### config.mk
export PLATFORM = sky130hd
export DESIGN_NAME = i2c_slave_key_matrix_reporter_flat
export DESIGN_NICKNAME = d
export VERILOG_FILES = /design/src/design/iskm_pkg.sv /design/src/design/iskm_if.sv /design/src/design/iskm_keys.sv /design/src/design/i2c_slave_key_matrix_reporter.sv /design/src/flat_wrapper.sv
export SDC_FILE = /design/constraint.sdc
export NUM_CORES = 1
export LEC_CHECK = 0
export BUFFER_PORTS_ARGS = -buffer_cell sky130_fd_sc_hd__clkbuf_2
export CAP_MARGIN = 10
export CORE_UTILIZATION = 56
export DETAILED_ROUTE_END_ITERATION = 6
export GPL_ROUTABILITY_DRIVEN = 0
export GPL_TIMING_DRIVEN = 1
export HOLD_SLACK_MARGIN = 0.06
export PLACE_DENSITY_LB_ADDON = 0.25
export SLEW_MARGIN = 20
export SYNTH_ARGS = -nofsm -noshare
export SYNTH_HDL_FRONTEND = slang
export SYNTH_SLANG_ARGS = --single-unit
### constraint.sdc
create_clock -name clk -period 2.7 [get_ports clk]
set_clock_uncertainty 0.05 [all_clocks]
set_input_delay 0.135 -clock clk [delete_from_list [all_inputs] [get_ports clk]]
set_output_delay 0.135 -clock clk [all_outputs]
set_load 0.05 [all_outputs]
### src/design/iskm_pkg.sv
// Package for the I2C slave key matrix reporter.
// Holds matrix sizes, protocol phase codes, the key packing function and the
// control struct passed to the key store. No dependencies.
package iskm_pkg;

	localparam int COLUMNS   = 6;
	localparam int ROWS_N    = 5;
	localparam int KEY_BYTES = 4;

	// Row levels input is fixed by the bus format
	localparam int PIN_W    = 30;
	localparam int KEY_BITS = KEY_BYTES * 8;
	localparam int KIDX_W   = (KEY_BYTES > 1) ? $clog2(KEY_BYTES) : 1;
	localparam int SIDX_W   = $clog2(KEY_BYTES + 1);
	localparam int ADDR_W   = 7;
	localparam int PHASE_W  = 3;

	localparam logic [ADDR_W-1:0] OWN_ADDRESS_RESET = 7'd8;

	// Operation codes
	localparam logic OP_START = 1'b0;
	localparam logic OP_PHASE = 1'b1;

	// Protocol phase codes
	localparam logic [PHASE_W-1:0] PH_ADDRESS  = 3'd0;
	localparam logic [PHASE_W-1:0] PH_ACK_WR   = 3'd1;
	localparam logic [PHASE_W-1:0] PH_RECEIVE  = 3'd2;
	localparam logic [PHASE_W-1:0] PH_ACK_RD   = 3'd3;
	localparam logic [PHASE_W-1:0] PH_WAIT_ACK = 3'd4;
	localparam logic [PHASE_W-1:0] PH_TRANSMIT = 3'd5;

	// Control from the protocol engine to the key store
	typedef struct packed {
		logic              update;
		logic              capture;
		logic [KIDX_W-1:0] rd_index;
	} key_ctrl_t;

	// Pack active-low pin levels into row-major key bits.
	// Key row*COLUMNS+col comes from pin col*ROWS_N+row; bits no key covers hold.
	function automatic logic [KEY_BITS-1:0] pack_keys(
		input logic [KEY_BITS-1:0] old_bits,
		input logic [PIN_W-1:0]    levels
	);
		logic [KEY_BITS-1:0] res;
		int key;
		int pin;
		res = old_bits;
		for (int col = 0; col < COLUMNS; col++) begin
			for (int row = 0; row < ROWS_N; row++) begin
				key = row * COLUMNS + col;
				pin = col * ROWS_N + row;
				if (key < KEY_BITS && pin < PIN_W) begin
					res[key] = ~levels[pin];
				end
			end
		end
		return res;
	endfunction

endpackage

### src/design/iskm_if.sv
// Valid/ready channel interfaces for the key matrix reporter.
// One for bus event items, one for result items; uses iskm_pkg widths.
interface iskm_in_if;
	logic                        valid;
	logic                        ready;
	logic                        operation;
	logic [7:0]                  bus_byte;
	logic [iskm_pkg::PIN_W-1:0]  row_levels;

	modport source (output valid, output operation, output bus_byte, output row_levels,
		input ready);
	modport sink (input valid, input operation, input bus_byte, input row_levels,
		output ready);
endinterface

interface iskm_out_if;
	logic                          valid;
	logic                          ready;
	logic [iskm_pkg::PHASE_W-1:0]  protocol_state;
	logic                          is_listening;
	logic                          sda_enable;
	logic                          sda_level;
	logic                          ack_phase;
	logic                          tx_load;
	logic [7:0]                    tx_byte;

	modport source (output valid, output protocol_state, output is_listening,
		output sda_enable, output sda_level, output ack_phase, output tx_load,
		output tx_byte, input ready);
	modport sink (input valid, input protocol_state, input is_listening,
		input sda_enable, input sda_level, input ack_phase, input tx_load,
		input tx_byte, output ready);
endinterface

### src/design/iskm_keys.sv
// Key byte store for the key matrix reporter.
// Captures the matrix into packed bytes and reads one byte; uses iskm_pkg.
module iskm_keys (
	input  logic                       clk,
	input  logic                       arst_n,
	input  iskm_pkg::key_ctrl_t        ctrl,
	input  logic [iskm_pkg::PIN_W-1:0] levels,
	output logic [7:0]                 rd_byte
);

	logic [iskm_pkg::KEY_BITS-1:0] key_q;
	logic [iskm_pkg::KEY_BITS-1:0] packed_bits;
	logic [iskm_pkg::KEY_BITS-1:0] src_bits;
	logic [7:0]                    src_bytes [iskm_pkg::KEY_BYTES];

	// Freshly captured bits are visible to the read in the same step
	assign packed_bits = iskm_pkg::pack_keys(key_q, levels);
	assign src_bits    = ctrl.capture ? packed_bits : key_q;

	always_comb begin
		for (int b = 0; b < iskm_pkg::KEY_BYTES; b++) begin
			src_bytes[b] = src_bits[b*8 +: 8];
		end
	end

	assign rd_byte = src_bytes[ctrl.rd_index];

	// Hold key bytes until an advancing item in the read ack phase captures new levels
	always_ff @(posedge clk or negedge arst_n) begin
		if (!arst_n) begin
			key_q <= '0;
		end else if (ctrl.update && ctrl.capture) begin
			key_q <= packed_bits;
		end
	end

endmodule

### src/design/i2c_slave_key_matrix_reporter.sv
// Byte-level I2C slave that reports a key matrix: top level.
// An accepted item passes through the input register, then the result register,
// where it is held until taken; a result held there stalls the item behind it.
// Throughput: one item per cycle otherwise; the protocol state update is a single step.
// The output register lets a new item enter while a result waits to be taken.
// Reset (arst_n low, asynchronous): address phase, not listening, SDA released,
// key bytes cleared, own address 8.
module i2c_slave_key_matrix_reporter (
	input  logic                        clk,
	input  logic                        arst_n,
	input  logic                        cfg_write_en,
	input  logic [iskm_pkg::ADDR_W-1:0] cfg_write_data,
	iskm_in_if.sink                     item_in,
	iskm_out_if.source                  result_out
);

	// Configuration
	logic [iskm_pkg::ADDR_W-1:0] own_address_q;

	// Input stage
	logic                       valid_s1;
	logic                       op_s1;
	logic [7:0]                 byte_s1;
	logic [iskm_pkg::PIN_W-1:0] levels_s1;

	// Protocol state
	logic [iskm_pkg::PHASE_W-1:0] phase_q;
	logic                         listen_q;
	logic                         drive_q;
	logic                         high_q;
	logic [iskm_pkg::SIDX_W-1:0]  send_idx_q;

	// Result stage
	logic                         out_valid_q;
	logic [iskm_pkg::PHASE_W-1:0] res_phase_q;
	logic                         res_listen_q;
	logic                         res_drive_q;
	logic                         res_high_q;
	logic                         res_ack_q;
	logic                         res_load_q;
	logic [7:0]                   res_byte_q;

	// Next-state logic
	logic [iskm_pkg::PHASE_W-1:0] phase_nxt;
	logic                         listen_nxt;
	logic                         drive_nxt;
	logic                         high_nxt;
	logic [iskm_pkg::SIDX_W-1:0]  send_idx_nxt;
	logic                         ack;
	logic                         load;
	logic [7:0]                   txb;
	logic                         capture;
	logic                         idx_in_range;
	logic [7:0]                   rd_byte;
	logic                         advance;
	iskm_pkg::key_ctrl_t          key_ctrl;

	assign advance       = valid_s1 && (!out_valid_q || result_out.ready);
	assign item_in.ready = !valid_s1 || advance;
	assign idx_in_range  = send_idx_q < iskm_pkg::SIDX_W'(iskm_pkg::KEY_BYTES);

	// Own address register
	always_ff @(posedge clk or negedge arst_n) begin
		if (!arst_n) begin
			own_address_q <= iskm_pkg::OWN_ADDRESS_RESET;
		end else if (cfg_write_en) begin
			own_address_q <= cfg_write_data;
		end
	end

	// Input register
	always_ff @(posedge clk or negedge arst_n) begin
		if (!arst_n) begin
			valid_s1 <= 1'b0;
		end else if (item_in.ready) begin
			valid_s1 <= item_in.valid;
		end
	end

	always_ff @(posedge clk) begin
		if (item_in.valid && item_in.ready) begin
			op_s1     <= item_in.operation;
			byte_s1   <= item_in.bus_byte;
			levels_s1 <= item_in.row_levels;
		end
	end

	// Advance the protocol one step for the item in the input register
	always_comb begin
		phase_nxt    = phase_q;
		listen_nxt   = listen_q;
		drive_nxt    = drive_q;
		high_nxt     = high_q;
		send_idx_nxt = send_idx_q;
		ack          = 1'b0;
		load         = 1'b0;
		capture      = 1'b0;
		if (op_s1 == iskm_pkg::OP_START) begin
			phase_nxt  = iskm_pkg::PH_ADDRESS;
			listen_nxt = 1'b1;
		end else if (listen_q) begin
			case (phase_q)
				iskm_pkg::PH_ADDRESS: begin
					if (byte_s1[7:1] != own_address_q) begin
						listen_nxt = 1'b0;
					end else begin
						drive_nxt = 1'b1;
						ack       = 1'b1;
						phase_nxt = byte_s1[0] ? iskm_pkg::PH_ACK_RD : iskm_pkg::PH_ACK_WR;
					end
				end
				iskm_pkg::PH_ACK_WR: begin
					drive_nxt = 1'b0;
					phase_nxt = iskm_pkg::PH_RECEIVE;
				end
				iskm_pkg::PH_RECEIVE: begin
					drive_nxt = 1'b1;
					ack       = 1'b1;
					phase_nxt = iskm_pkg::PH_ACK_WR;
				end
				iskm_pkg::PH_ACK_RD: begin
					// Capture the matrix and send the first byte
					capture      = 1'b1;
					load         = 1'b1;
					high_nxt     = 1'b1;
					send_idx_nxt = iskm_pkg::SIDX_W'(1);
					phase_nxt    = iskm_pkg::PH_TRANSMIT;
				end
				iskm_pkg::PH_WAIT_ACK: begin
					if (byte_s1[0]) begin
						// Master NACK ends the transfer
						phase_nxt = iskm_pkg::PH_ADDRESS;
					end else begin
						load      = 1'b1;
						high_nxt  = 1'b1;
						drive_nxt = 1'b1;
						phase_nxt = iskm_pkg::PH_TRANSMIT;
						if (idx_in_range) begin
							send_idx_nxt = send_idx_q + iskm_pkg::SIDX_W'(1);
						end
					end
				end
				iskm_pkg::PH_TRANSMIT: begin
					drive_nxt = 1'b0;
					high_nxt  = 1'b0;
					ack       = 1'b1;
					phase_nxt = iskm_pkg::PH_WAIT_ACK;
				end
				default: begin
				end
			endcase
		end
	end

	// Read byte zero on capture, else the current send index; past the end sends zero
	assign key_ctrl.update   = advance;
	assign key_ctrl.capture  = capture;
	assign key_ctrl.rd_index = capture ? '0 : send_idx_q[iskm_pkg::KIDX_W-1:0];

	iskm_keys u_keys (
		.clk     (clk),
		.arst_n  (arst_n),
		.ctrl    (key_ctrl),
		.levels  (levels_s1),
		.rd_byte (rd_byte)
	);

	always_comb begin
		txb = 8'h00;
		if (load && (capture || idx_in_range)) begin
			txb = rd_byte;
		end
	end

	// Commit state and result together
	always_ff @(posedge clk or negedge arst_n) begin
		if (!arst_n) begin
			phase_q     <= iskm_pkg::PH_ADDRESS;
			listen_q    <= 1'b0;
			drive_q     <= 1'b0;
			high_q      <= 1'b0;
			send_idx_q  <= '0;
			out_valid_q <= 1'b0;
		end else if (advance) begin
			phase_q     <= phase_nxt;
			listen_q    <= listen_nxt;
			drive_q     <= drive_nxt;
			high_q      <= high_nxt;
			send_idx_q  <= send_idx_nxt;
			out_valid_q <= 1'b1;
		end else if (result_out.ready) begin
			out_valid_q <= 1'b0;
		end
	end

	always_ff @(posedge clk) begin
		if (advance) begin
			res_phase_q  <= phase_nxt;
			res_listen_q <= listen_nxt;
			res_drive_q  <= drive_nxt;
			res_high_q   <= high_nxt;
			res_ack_q    <= ack;
			res_load_q   <= load;
			res_byte_q   <= txb;
		end
	end

	assign result_out.valid          = out_valid_q;
	assign result_out.protocol_state = res_phase_q;
	assign result_out.is_listening   = res_listen_q;
	assign result_out.sda_enable     = res_drive_q;
	assign result_out.sda_level      = res_high_q;
	assign result_out.ack_phase      = res_ack_q;
	assign result_out.tx_load        = res_load_q;
	assign result_out.tx_byte        = res_byte_q;

endmodule

### src/flat_wrapper.sv
// flat-port wrapper written by rule: the top's interface ports become plain ports
module i2c_slave_key_matrix_reporter_flat 
  (clk, arst_n, cfg_write_en, cfg_write_data, item_in_valid, item_in_operation, item_in_bus_byte, item_in_row_levels, item_in_ready, result_out_valid, result_out_protocol_state, result_out_is_listening, result_out_sda_enable, result_out_sda_level, result_out_ack_phase, result_out_tx_load, result_out_tx_byte, result_out_ready);
  iskm_in_if item_in_i ();
  iskm_out_if result_out_i ();
  input  logic clk;
  input  logic arst_n;
  input  logic cfg_write_en;
  input  logic [iskm_pkg::ADDR_W-1:0] cfg_write_data;
  input wire logic [$bits(item_in_i.valid)-1:0] item_in_valid;
  input wire logic [$bits(item_in_i.operation)-1:0] item_in_operation;
  input wire logic [$bits(item_in_i.bus_byte)-1:0] item_in_bus_byte;
  input wire logic [$bits(item_in_i.row_levels)-1:0] item_in_row_levels;
  output wire logic [$bits(item_in_i.ready)-1:0] item_in_ready;
  output wire logic [$bits(result_out_i.valid)-1:0] result_out_valid;
  output wire logic [$bits(result_out_i.protocol_state)-1:0] result_out_protocol_state;
  output wire logic [$bits(result_out_i.is_listening)-1:0] result_out_is_listening;
  output wire logic [$bits(result_out_i.sda_enable)-1:0] result_out_sda_enable;
  output wire logic [$bits(result_out_i.sda_level)-1:0] result_out_sda_level;
  output wire logic [$bits(result_out_i.ack_phase)-1:0] result_out_ack_phase;
  output wire logic [$bits(result_out_i.tx_load)-1:0] result_out_tx_load;
  output wire logic [$bits(result_out_i.tx_byte)-1:0] result_out_tx_byte;
  input wire logic [$bits(result_out_i.ready)-1:0] result_out_ready;
  assign item_in_i.valid = item_in_valid;
  assign item_in_i.operation = item_in_operation;
  assign item_in_i.bus_byte = item_in_bus_byte;
  assign item_in_i.row_levels = item_in_row_levels;
  assign item_in_ready = item_in_i.ready;
  assign result_out_valid = result_out_i.valid;
  assign result_out_protocol_state = result_out_i.protocol_state;
  assign result_out_is_listening = result_out_i.is_listening;
  assign result_out_sda_enable = result_out_i.sda_enable;
  assign result_out_sda_level = result_out_i.sda_level;
  assign result_out_ack_phase = result_out_i.ack_phase;
  assign result_out_tx_load = result_out_i.tx_load;
  assign result_out_tx_byte = result_out_i.tx_byte;
  assign result_out_i.ready = result_out_ready;
  i2c_slave_key_matrix_reporter u_core (.clk(clk), .arst_n(arst_n), .cfg_write_en(cfg_write_en), .cfg_write_data(cfg_write_data), .item_in(item_in_i), .result_out(result_out_i));
endmodule
* After elaboration in Yosys (flattened, before gate mapping)
Cells that the tools add are included.
Storage, ports and cells: flip-flop bits (word level) 103, input bits 51, output and inout bits 18, logic and storage cells 114
Operators by class: $add $sub $neg 1, order comparisons 2, equal/unequal tests 8, multiplexer cells 37, bitwise operators 31, reductions and logical operators 16
Operators with widths (count):
- 30-bit two-way mux | 1
- 1-bit NOT | 30
- 1-bit two-way mux | 19
- 3-bit two-way mux | 6
- 3-bit one-hot mux with 6 select lines | 1
- 8-bit binary-select mux with 2-bit select | 1
- 8-bit two-way mux | 2
- 7-bit != test | 1
- 3-bit by 2-bit == test with 1-bit output, second input constant | 2
- 3-bit == test, second input constant | 2
- 3-bit one-hot mux with 2 select lines | 1
- 6-bit AND reduction | 1
- 1-bit logical AND | 4
- 2-bit two-way mux | 2
- 1-bit one-hot mux with 2 select lines | 2
- 1-bit one-hot mux with 4 select lines | 1
- 2-bit nonzero test | 2
- 2-bit OR reduction | 2
- 3-bit by 1-bit adder with 3-bit output, second input constant | 1
- 3-bit by 1-bit == test with 1-bit output, second input constant | 1
- 3-bit greater-or-equal comparator, second input constant | 1
- 3-bit logical NOT | 1
- 1-bit logical OR | 3
- 3-bit less-than comparator, second input constant | 1
- other kinds (6) | 7

* Logic depth before layout (Yosys ltp)
word-level depth 9, gate-level depth with buffers 6, depth with buffers taken out 5

* By module
A second synthesis with hierarchy kept.
Unflattened totals: cell total of the unflattened synthesis 329, area total of the unflattened synthesis 4421.7 µm²
By module, submodules not included:
- i2c_slave_key_matrix_reporter | instances 1, cells each 186, area each 2865.2 µm², seq. area each 2103.3 µm²
- iskm_keys | instances 1, cells each 143, area each 1556.5 µm², seq. area each 750.7 µm²

* Worst setup path before layout
OpenSTA, ideal clock, no wires.
path kind register to register, start point register u_core.out_valid_q (netlist: u_core.result_out.valid), end point register u_core.byte_s1[0], enable pin, library setup time 400 ps, data arrival time 2123 ps, data required time 2250 ps, setup slack 127 ps, stages on the path, launching flop included 3, path buffers 0, clock period less this slack 2573 ps, path through dfrtp_1 -> nand3b_1 -> and2_1
Between the ends: word-level cells in the longest chain between the ends 5
RTL lines:
- from (decl) | RTL line i2c_slave_key_matrix_reporter.sv:34 | logic out_valid_q;
- from (signal assigned) | RTL line i2c_slave_key_matrix_reporter.sv:183 | out_valid_q <= 1'b0;
- from (signal assigned) | RTL line i2c_slave_key_matrix_reporter.sv:190 | out_valid_q <= 1'b1;
- from (signal assigned) | RTL line i2c_slave_key_matrix_reporter.sv:192 | out_valid_q <= 1'b0;
- 1-bit logical NOT | RTL line i2c_slave_key_matrix_reporter.sv:58 | assign advance = valid_s1 && (!out_valid_q || result_out.ready);
- 1-bit logical OR | RTL line i2c_slave_key_matrix_reporter.sv:58
- 1-bit logical AND | RTL line i2c_slave_key_matrix_reporter.sv:58
- 1-bit logical OR | RTL line i2c_slave_key_matrix_reporter.sv:59 | assign item_in.ready = !valid_s1 || advance;
- named net item_in_ready | RTL line flat_wrapper.sv:14 | output wire logic [$bits(item_in_i.ready)-1:0] item_in_ready;
- 1-bit logical AND | RTL line i2c_slave_key_matrix_reporter.sv:81 | if (item_in.valid && item_in.ready) begin
- to (signal assigned) | RTL line i2c_slave_key_matrix_reporter.sv:83 | byte_s1 <= item_in.bus_byte;
- to (decl) | RTL line i2c_slave_key_matrix_reporter.sv:23 | logic [7:0] byte_s1;
The timed path passes the listed nets, and every way through them passes these cells. A chain may end at the register's enable or synchronous reset.

* Worst setup path in the final report
start point register u_core.phase_q[1] in the netlist's numbering, end point register u_core.u_keys.key_q[25] in the netlist's numbering
Between the ends: word-level cells in the longest chain between the ends 5
RTL lines:
- from (decl) | RTL line i2c_slave_key_matrix_reporter.sv:27 | logic [iskm_pkg::PHASE_W-1:0] phase_q;
- from (signal assigned) | RTL line i2c_slave_key_matrix_reporter.sv:178 | phase_q <= iskm_pkg::PH_ADDRESS;
- from (signal assigned) | RTL line i2c_slave_key_matrix_reporter.sv:185 | phase_q <= phase_nxt;
- 3-bit by 2-bit == test with 1-bit output | RTL line i2c_slave_key_matrix_reporter.sv:102 | case (phase_q)
- 1-bit two-way mux | RTL line i2c_slave_key_matrix_reporter.sv:102
- 1-bit two-way mux | RTL line i2c_slave_key_matrix_reporter.sv:101 | end else if (listen_q) begin
- 1-bit two-way mux | RTL line i2c_slave_key_matrix_reporter.sv:98 | if (op_s1 == iskm_pkg::OP_START) begin
- 1-bit logical AND | RTL line iskm_keys.sv:32 | end else if (ctrl.update && ctrl.capture) begin
- to (signal assigned) | RTL line iskm_keys.sv:33 | key_q <= packed_bits;
- to (decl) | RTL line iskm_keys.sv:11 | logic [iskm_pkg::KEY_BITS-1:0] key_q;
No other way between the ends.

==> key figures <==
Status
  – Run status: finished clean

Worst setup path
  – Critical Path RT: 2.92 ns
  – Reg-to-reg slack, setup: 0.51 ns
  – Crit end category: flop
  – CP Max Fanout: 19
  – Crit path launch type: flop
  – Reg2reg start: u_core.phase_q[1]$_DFFE_PN0P_
  – Crit Path Category: reg -> reg
  – Crit path DAT: 2.41 ns
  – R2R depth: 5
  – FF-to-FF End: u_core.u_keys.key_q[25]$_DFFE_PN0P_

Synth
  – Synth Register Bits: 103
  – Syn avg cell area: 14.1 sq um
  – Async S/R FF share, synth: 46.6%
  – Distinct cell type count after synthesis: 43
  – Post-Syn Instances: 306
  – Synthesis Warnings: 0
  – Synth area leaders: edfxtp_1 (38%), dfrtp_1 (27%), mux2i_1 (7.7%)
  – Register area share after synthesis: 66.1%
  – Top cells by count, synth: edfxtp_1 (55), dfrtp_1 (47), inv_1 (36), mux2i_1 (33), a21oi_1 (18)
  – Predominant post-synthesis flop cell: edfxtp_1
  – Synth top area share: 38.3%
  – Number of flops mapped to enable cells by yosys: 55
  – Syn Std Cell Area: 0.00432 sq mm
  – Syn Nets: 358
  – Most common cell in the netlist: edfxtp_1
  – Area leader, netlist: edfxtp_1

Power
  – Sequential Power Share: 52.7%
  – Final Total Pwr: 4410 uW
  – Maximum VDD drop: 0.000405 V
  – Logic pwr share: 26.7%
  – Leak: 0.00252 uW
  – Clock group share of total power: 20.6%
  – Switch share: 33.2%
  – Int Pwr: 2940 uW
  – Pwr Density: 812 mW/mm^2
  – Switching power: 1460 uW

Clocking
  – H-tree Lvls: 3
  – # hold bufs at CTS: 50
  – CTS root buf: clkbuf_8
  – Skew-Pair Late Insertion Delay: 0.37 ns
  – CTS sink cnt: 103
  – Clock transition at path regs: 0.10 ns
  – Max Buffers Root-to-Sink: 2
  – Total CTS buffers: 9
  – CTS tree: built
  – Post-cts repair resize count: 0
  – Post-CTS setup buffer count: 0

Final layout
  – Layout Utilization: 73.7%
  – Layout cells sized above 1: 26.2%
  – Multi-input gate area in the final layout: 0.00125 sq mm
  – Combined flip-flop and latch cell area: 0.00285 sq mm
  – Final Non-Filler Cells: 530
  – Fill cells: 485
  – Antenna fix cells: 0
  – Area Growth Syn to Fin: 25.7%
  – Nets: 478

STA
  – Final setup fails: 0
  – Final Hold Slack: 0.132 ns
  – Fmax achieved: 456 MHz
  – Final Hold Fails: 0
  – Slew @ Worst Pin: 0.879 ns
  – Max-slew violations: 0
  – Minimum clock period: 2.19 ns
  – RSZ-0062 raised after global routing: no
  – Period utilization: 81.1%
  – Setup TNS: 0 ns
  – Slew HR: 41.4%

Die
  – Die area: 0.00806 sq mm
  – # rows: 31
  – # IOs: 69
  – Initial Util: 58.6%
  – Die Wd: 89.8 um
  – DIE HEIGHT: 89.8 um
  – Core Footprint: 0.00737 sq mm

Place
  – Placed cell count: 464
  – Port Buffers: 68
  – DP Wirelength: 4.60 mm

Global routing
  – GRT met3 Usage: 4.99%
  – Met1 usage: 26.9%
  – GRT Overall Usage: 20.9%
  – Largest net degree at the start of global routing: 49
  – Most Used Layer, Global Route: met2
  – Vias in the first global route: 2,711
  – First-pass GRT wire length: 12.9 mm
  – Met2 usage: 34.4%
  – Initial antenna violation count: 0
  – Final global-route overflow total: 0

Routing
  – DRT antenna net count: 0
  – Pre-Repair DR Iteration Count: 4
  – Detailed Route WL: 7.80 mm
  – Vias/cell: 5.20
  – Detailed-route via count: 2,754
  – DR WL/cell: 14.7 um
  – # DRC: 0
  – Violation count after the first detailed-route iteration: 128

Min path
  – WHS Path Cells: 2
  – Hold_sp: cfg_write_en
  – Hold path endpoint: u_core.own_address_q[3]$_DFFE_PN1P_
  – Min-Delay Path Class: in -> reg

Job
  – Max_cap viols: 0
[critical path: stages, from the launching register on]
cell and delay, ns:
dfrtp_1 0.67, nand3b_1 0.43, a21oi_4 0.34, nand4_4 0.12, buf_4 0.26, mux2i_1 0.23
[kinds of logic (layout without fill, tap and decap cells)]
group | Yosys count | count (layout) | share of synthesized area, %
XOR/XNOR | 7 | 7 | 1.42
adder cells (fa/ha/maj) | 1 | 1 | 0.290
AO/OA/AOI/OAI | 42 | 42 | 6.49
multiplexers | 49 | 49 | 13.4
buffers and inverters | 50 | 175 | 5.04
AND/OR/NAND/NOR | 54 | 54 | 7.25
flip-flops | 103 | 103 | 66.1
[metrics by stage]
stage | setup WS (ns) | instance area, sq um
after CTS | 0.569 | 5430
after global routing | 0.366 | 5430
after detailed placement | 0.598 | 4740
final | 0.509 | 5430
after floorplan | 0.127 | 4320
after global placement | 0.653 | 4740
[state kept, by name (all words and copies together) (netlist names), 3 cells and up]
signal / count
u_core.byte_s1: 8
u_core.u_keys.key_q: 30
u_core.phase_q: 3
u_core.result_out.protocol_state: 3
u_core.levels_s1: 30
u_core.own_address_q: 7
u_core.result_out.tx_byte: 8
u_core.send_idx_q: 3
[per-layer routing]
| metal | wire length (um) | vias to the layer above |
|---|---|---|
| li1 | - | 1336 |
| met1 | 3320 | 1321 |
| met2 | 3960 | 82 |
| met3 | 354 | 15 |
| met4 | 165 | 0 |
| met5 | 0 | - |
[power groups by stage]
stage          combinational (uW)  sequential [uW]  clock [uW]
2_1_floorplan                 873             2320           0
3_3_place_gp                 1060             2340           0
3_5_place_dp                 1110             2350           0
4_1_cts                      1170             2320         922
5_1_grt                      1290             2380         977
6_report                     1180             2320         907
[how the worst max path moves through the flow]
stage,from,to,slack [ns]
finish,u_core.phase_q[1]$_DFFE_PN0P_,u_core.u_keys.key_q[25]$_DFFE_PN0P_,0.51
global route,u_core.phase_q[2]$_DFFE_PN0P_,u_core.u_keys.key_q[25]$_DFFE_PN0P_,0.37
global placement,u_core.phase_q[1]$_DFFE_PN0P_,u_core.result_out.tx_byte[6]$_SDFFCE_PN0P_,0.65
detailed placement,u_core.phase_q[1]$_DFFE_PN0P_,u_core.result_out.tx_byte[7]$_SDFFCE_PN0P_,0.60
CTS,u_core.phase_q[1]$_DFFE_PN0P_,u_core.u_keys.key_q[25]$_DFFE_PN0P_,0.57
floorplan,u_core.result_out.valid$_DFFE_PN0P_,u_core.byte_s1[0]$_DFFE_PP_,0.13
[layout by cell type (no fill, tap or decap), drive strengths merged, types with 3 or more instances in the layout]
master and count:
xor2 7, nor3b 3, o21ai 4, dlygate4sd3 50, nand4 3, edfxtp 55, mux2 10, buf 5
a311oi 3, mux2i 33, nor2 7, nand3b 5, dfrtp 47, mux4 6, a21oi 19, or3 6
inv 39, nand2 15, clkbuf 78, nand2b 4
[layout make-up]
class	count	area share (%)
Clock buffer	10	2.54
Clock inverter	6	0.968
Inverter	36	2.49
Multi-Input combinational cell	153	23.0
Sequential cell	103	52.6
Tap cell	99	2.28
Timing Repair Buffer	123	16.2
Power figures use the tool's default switching activity.
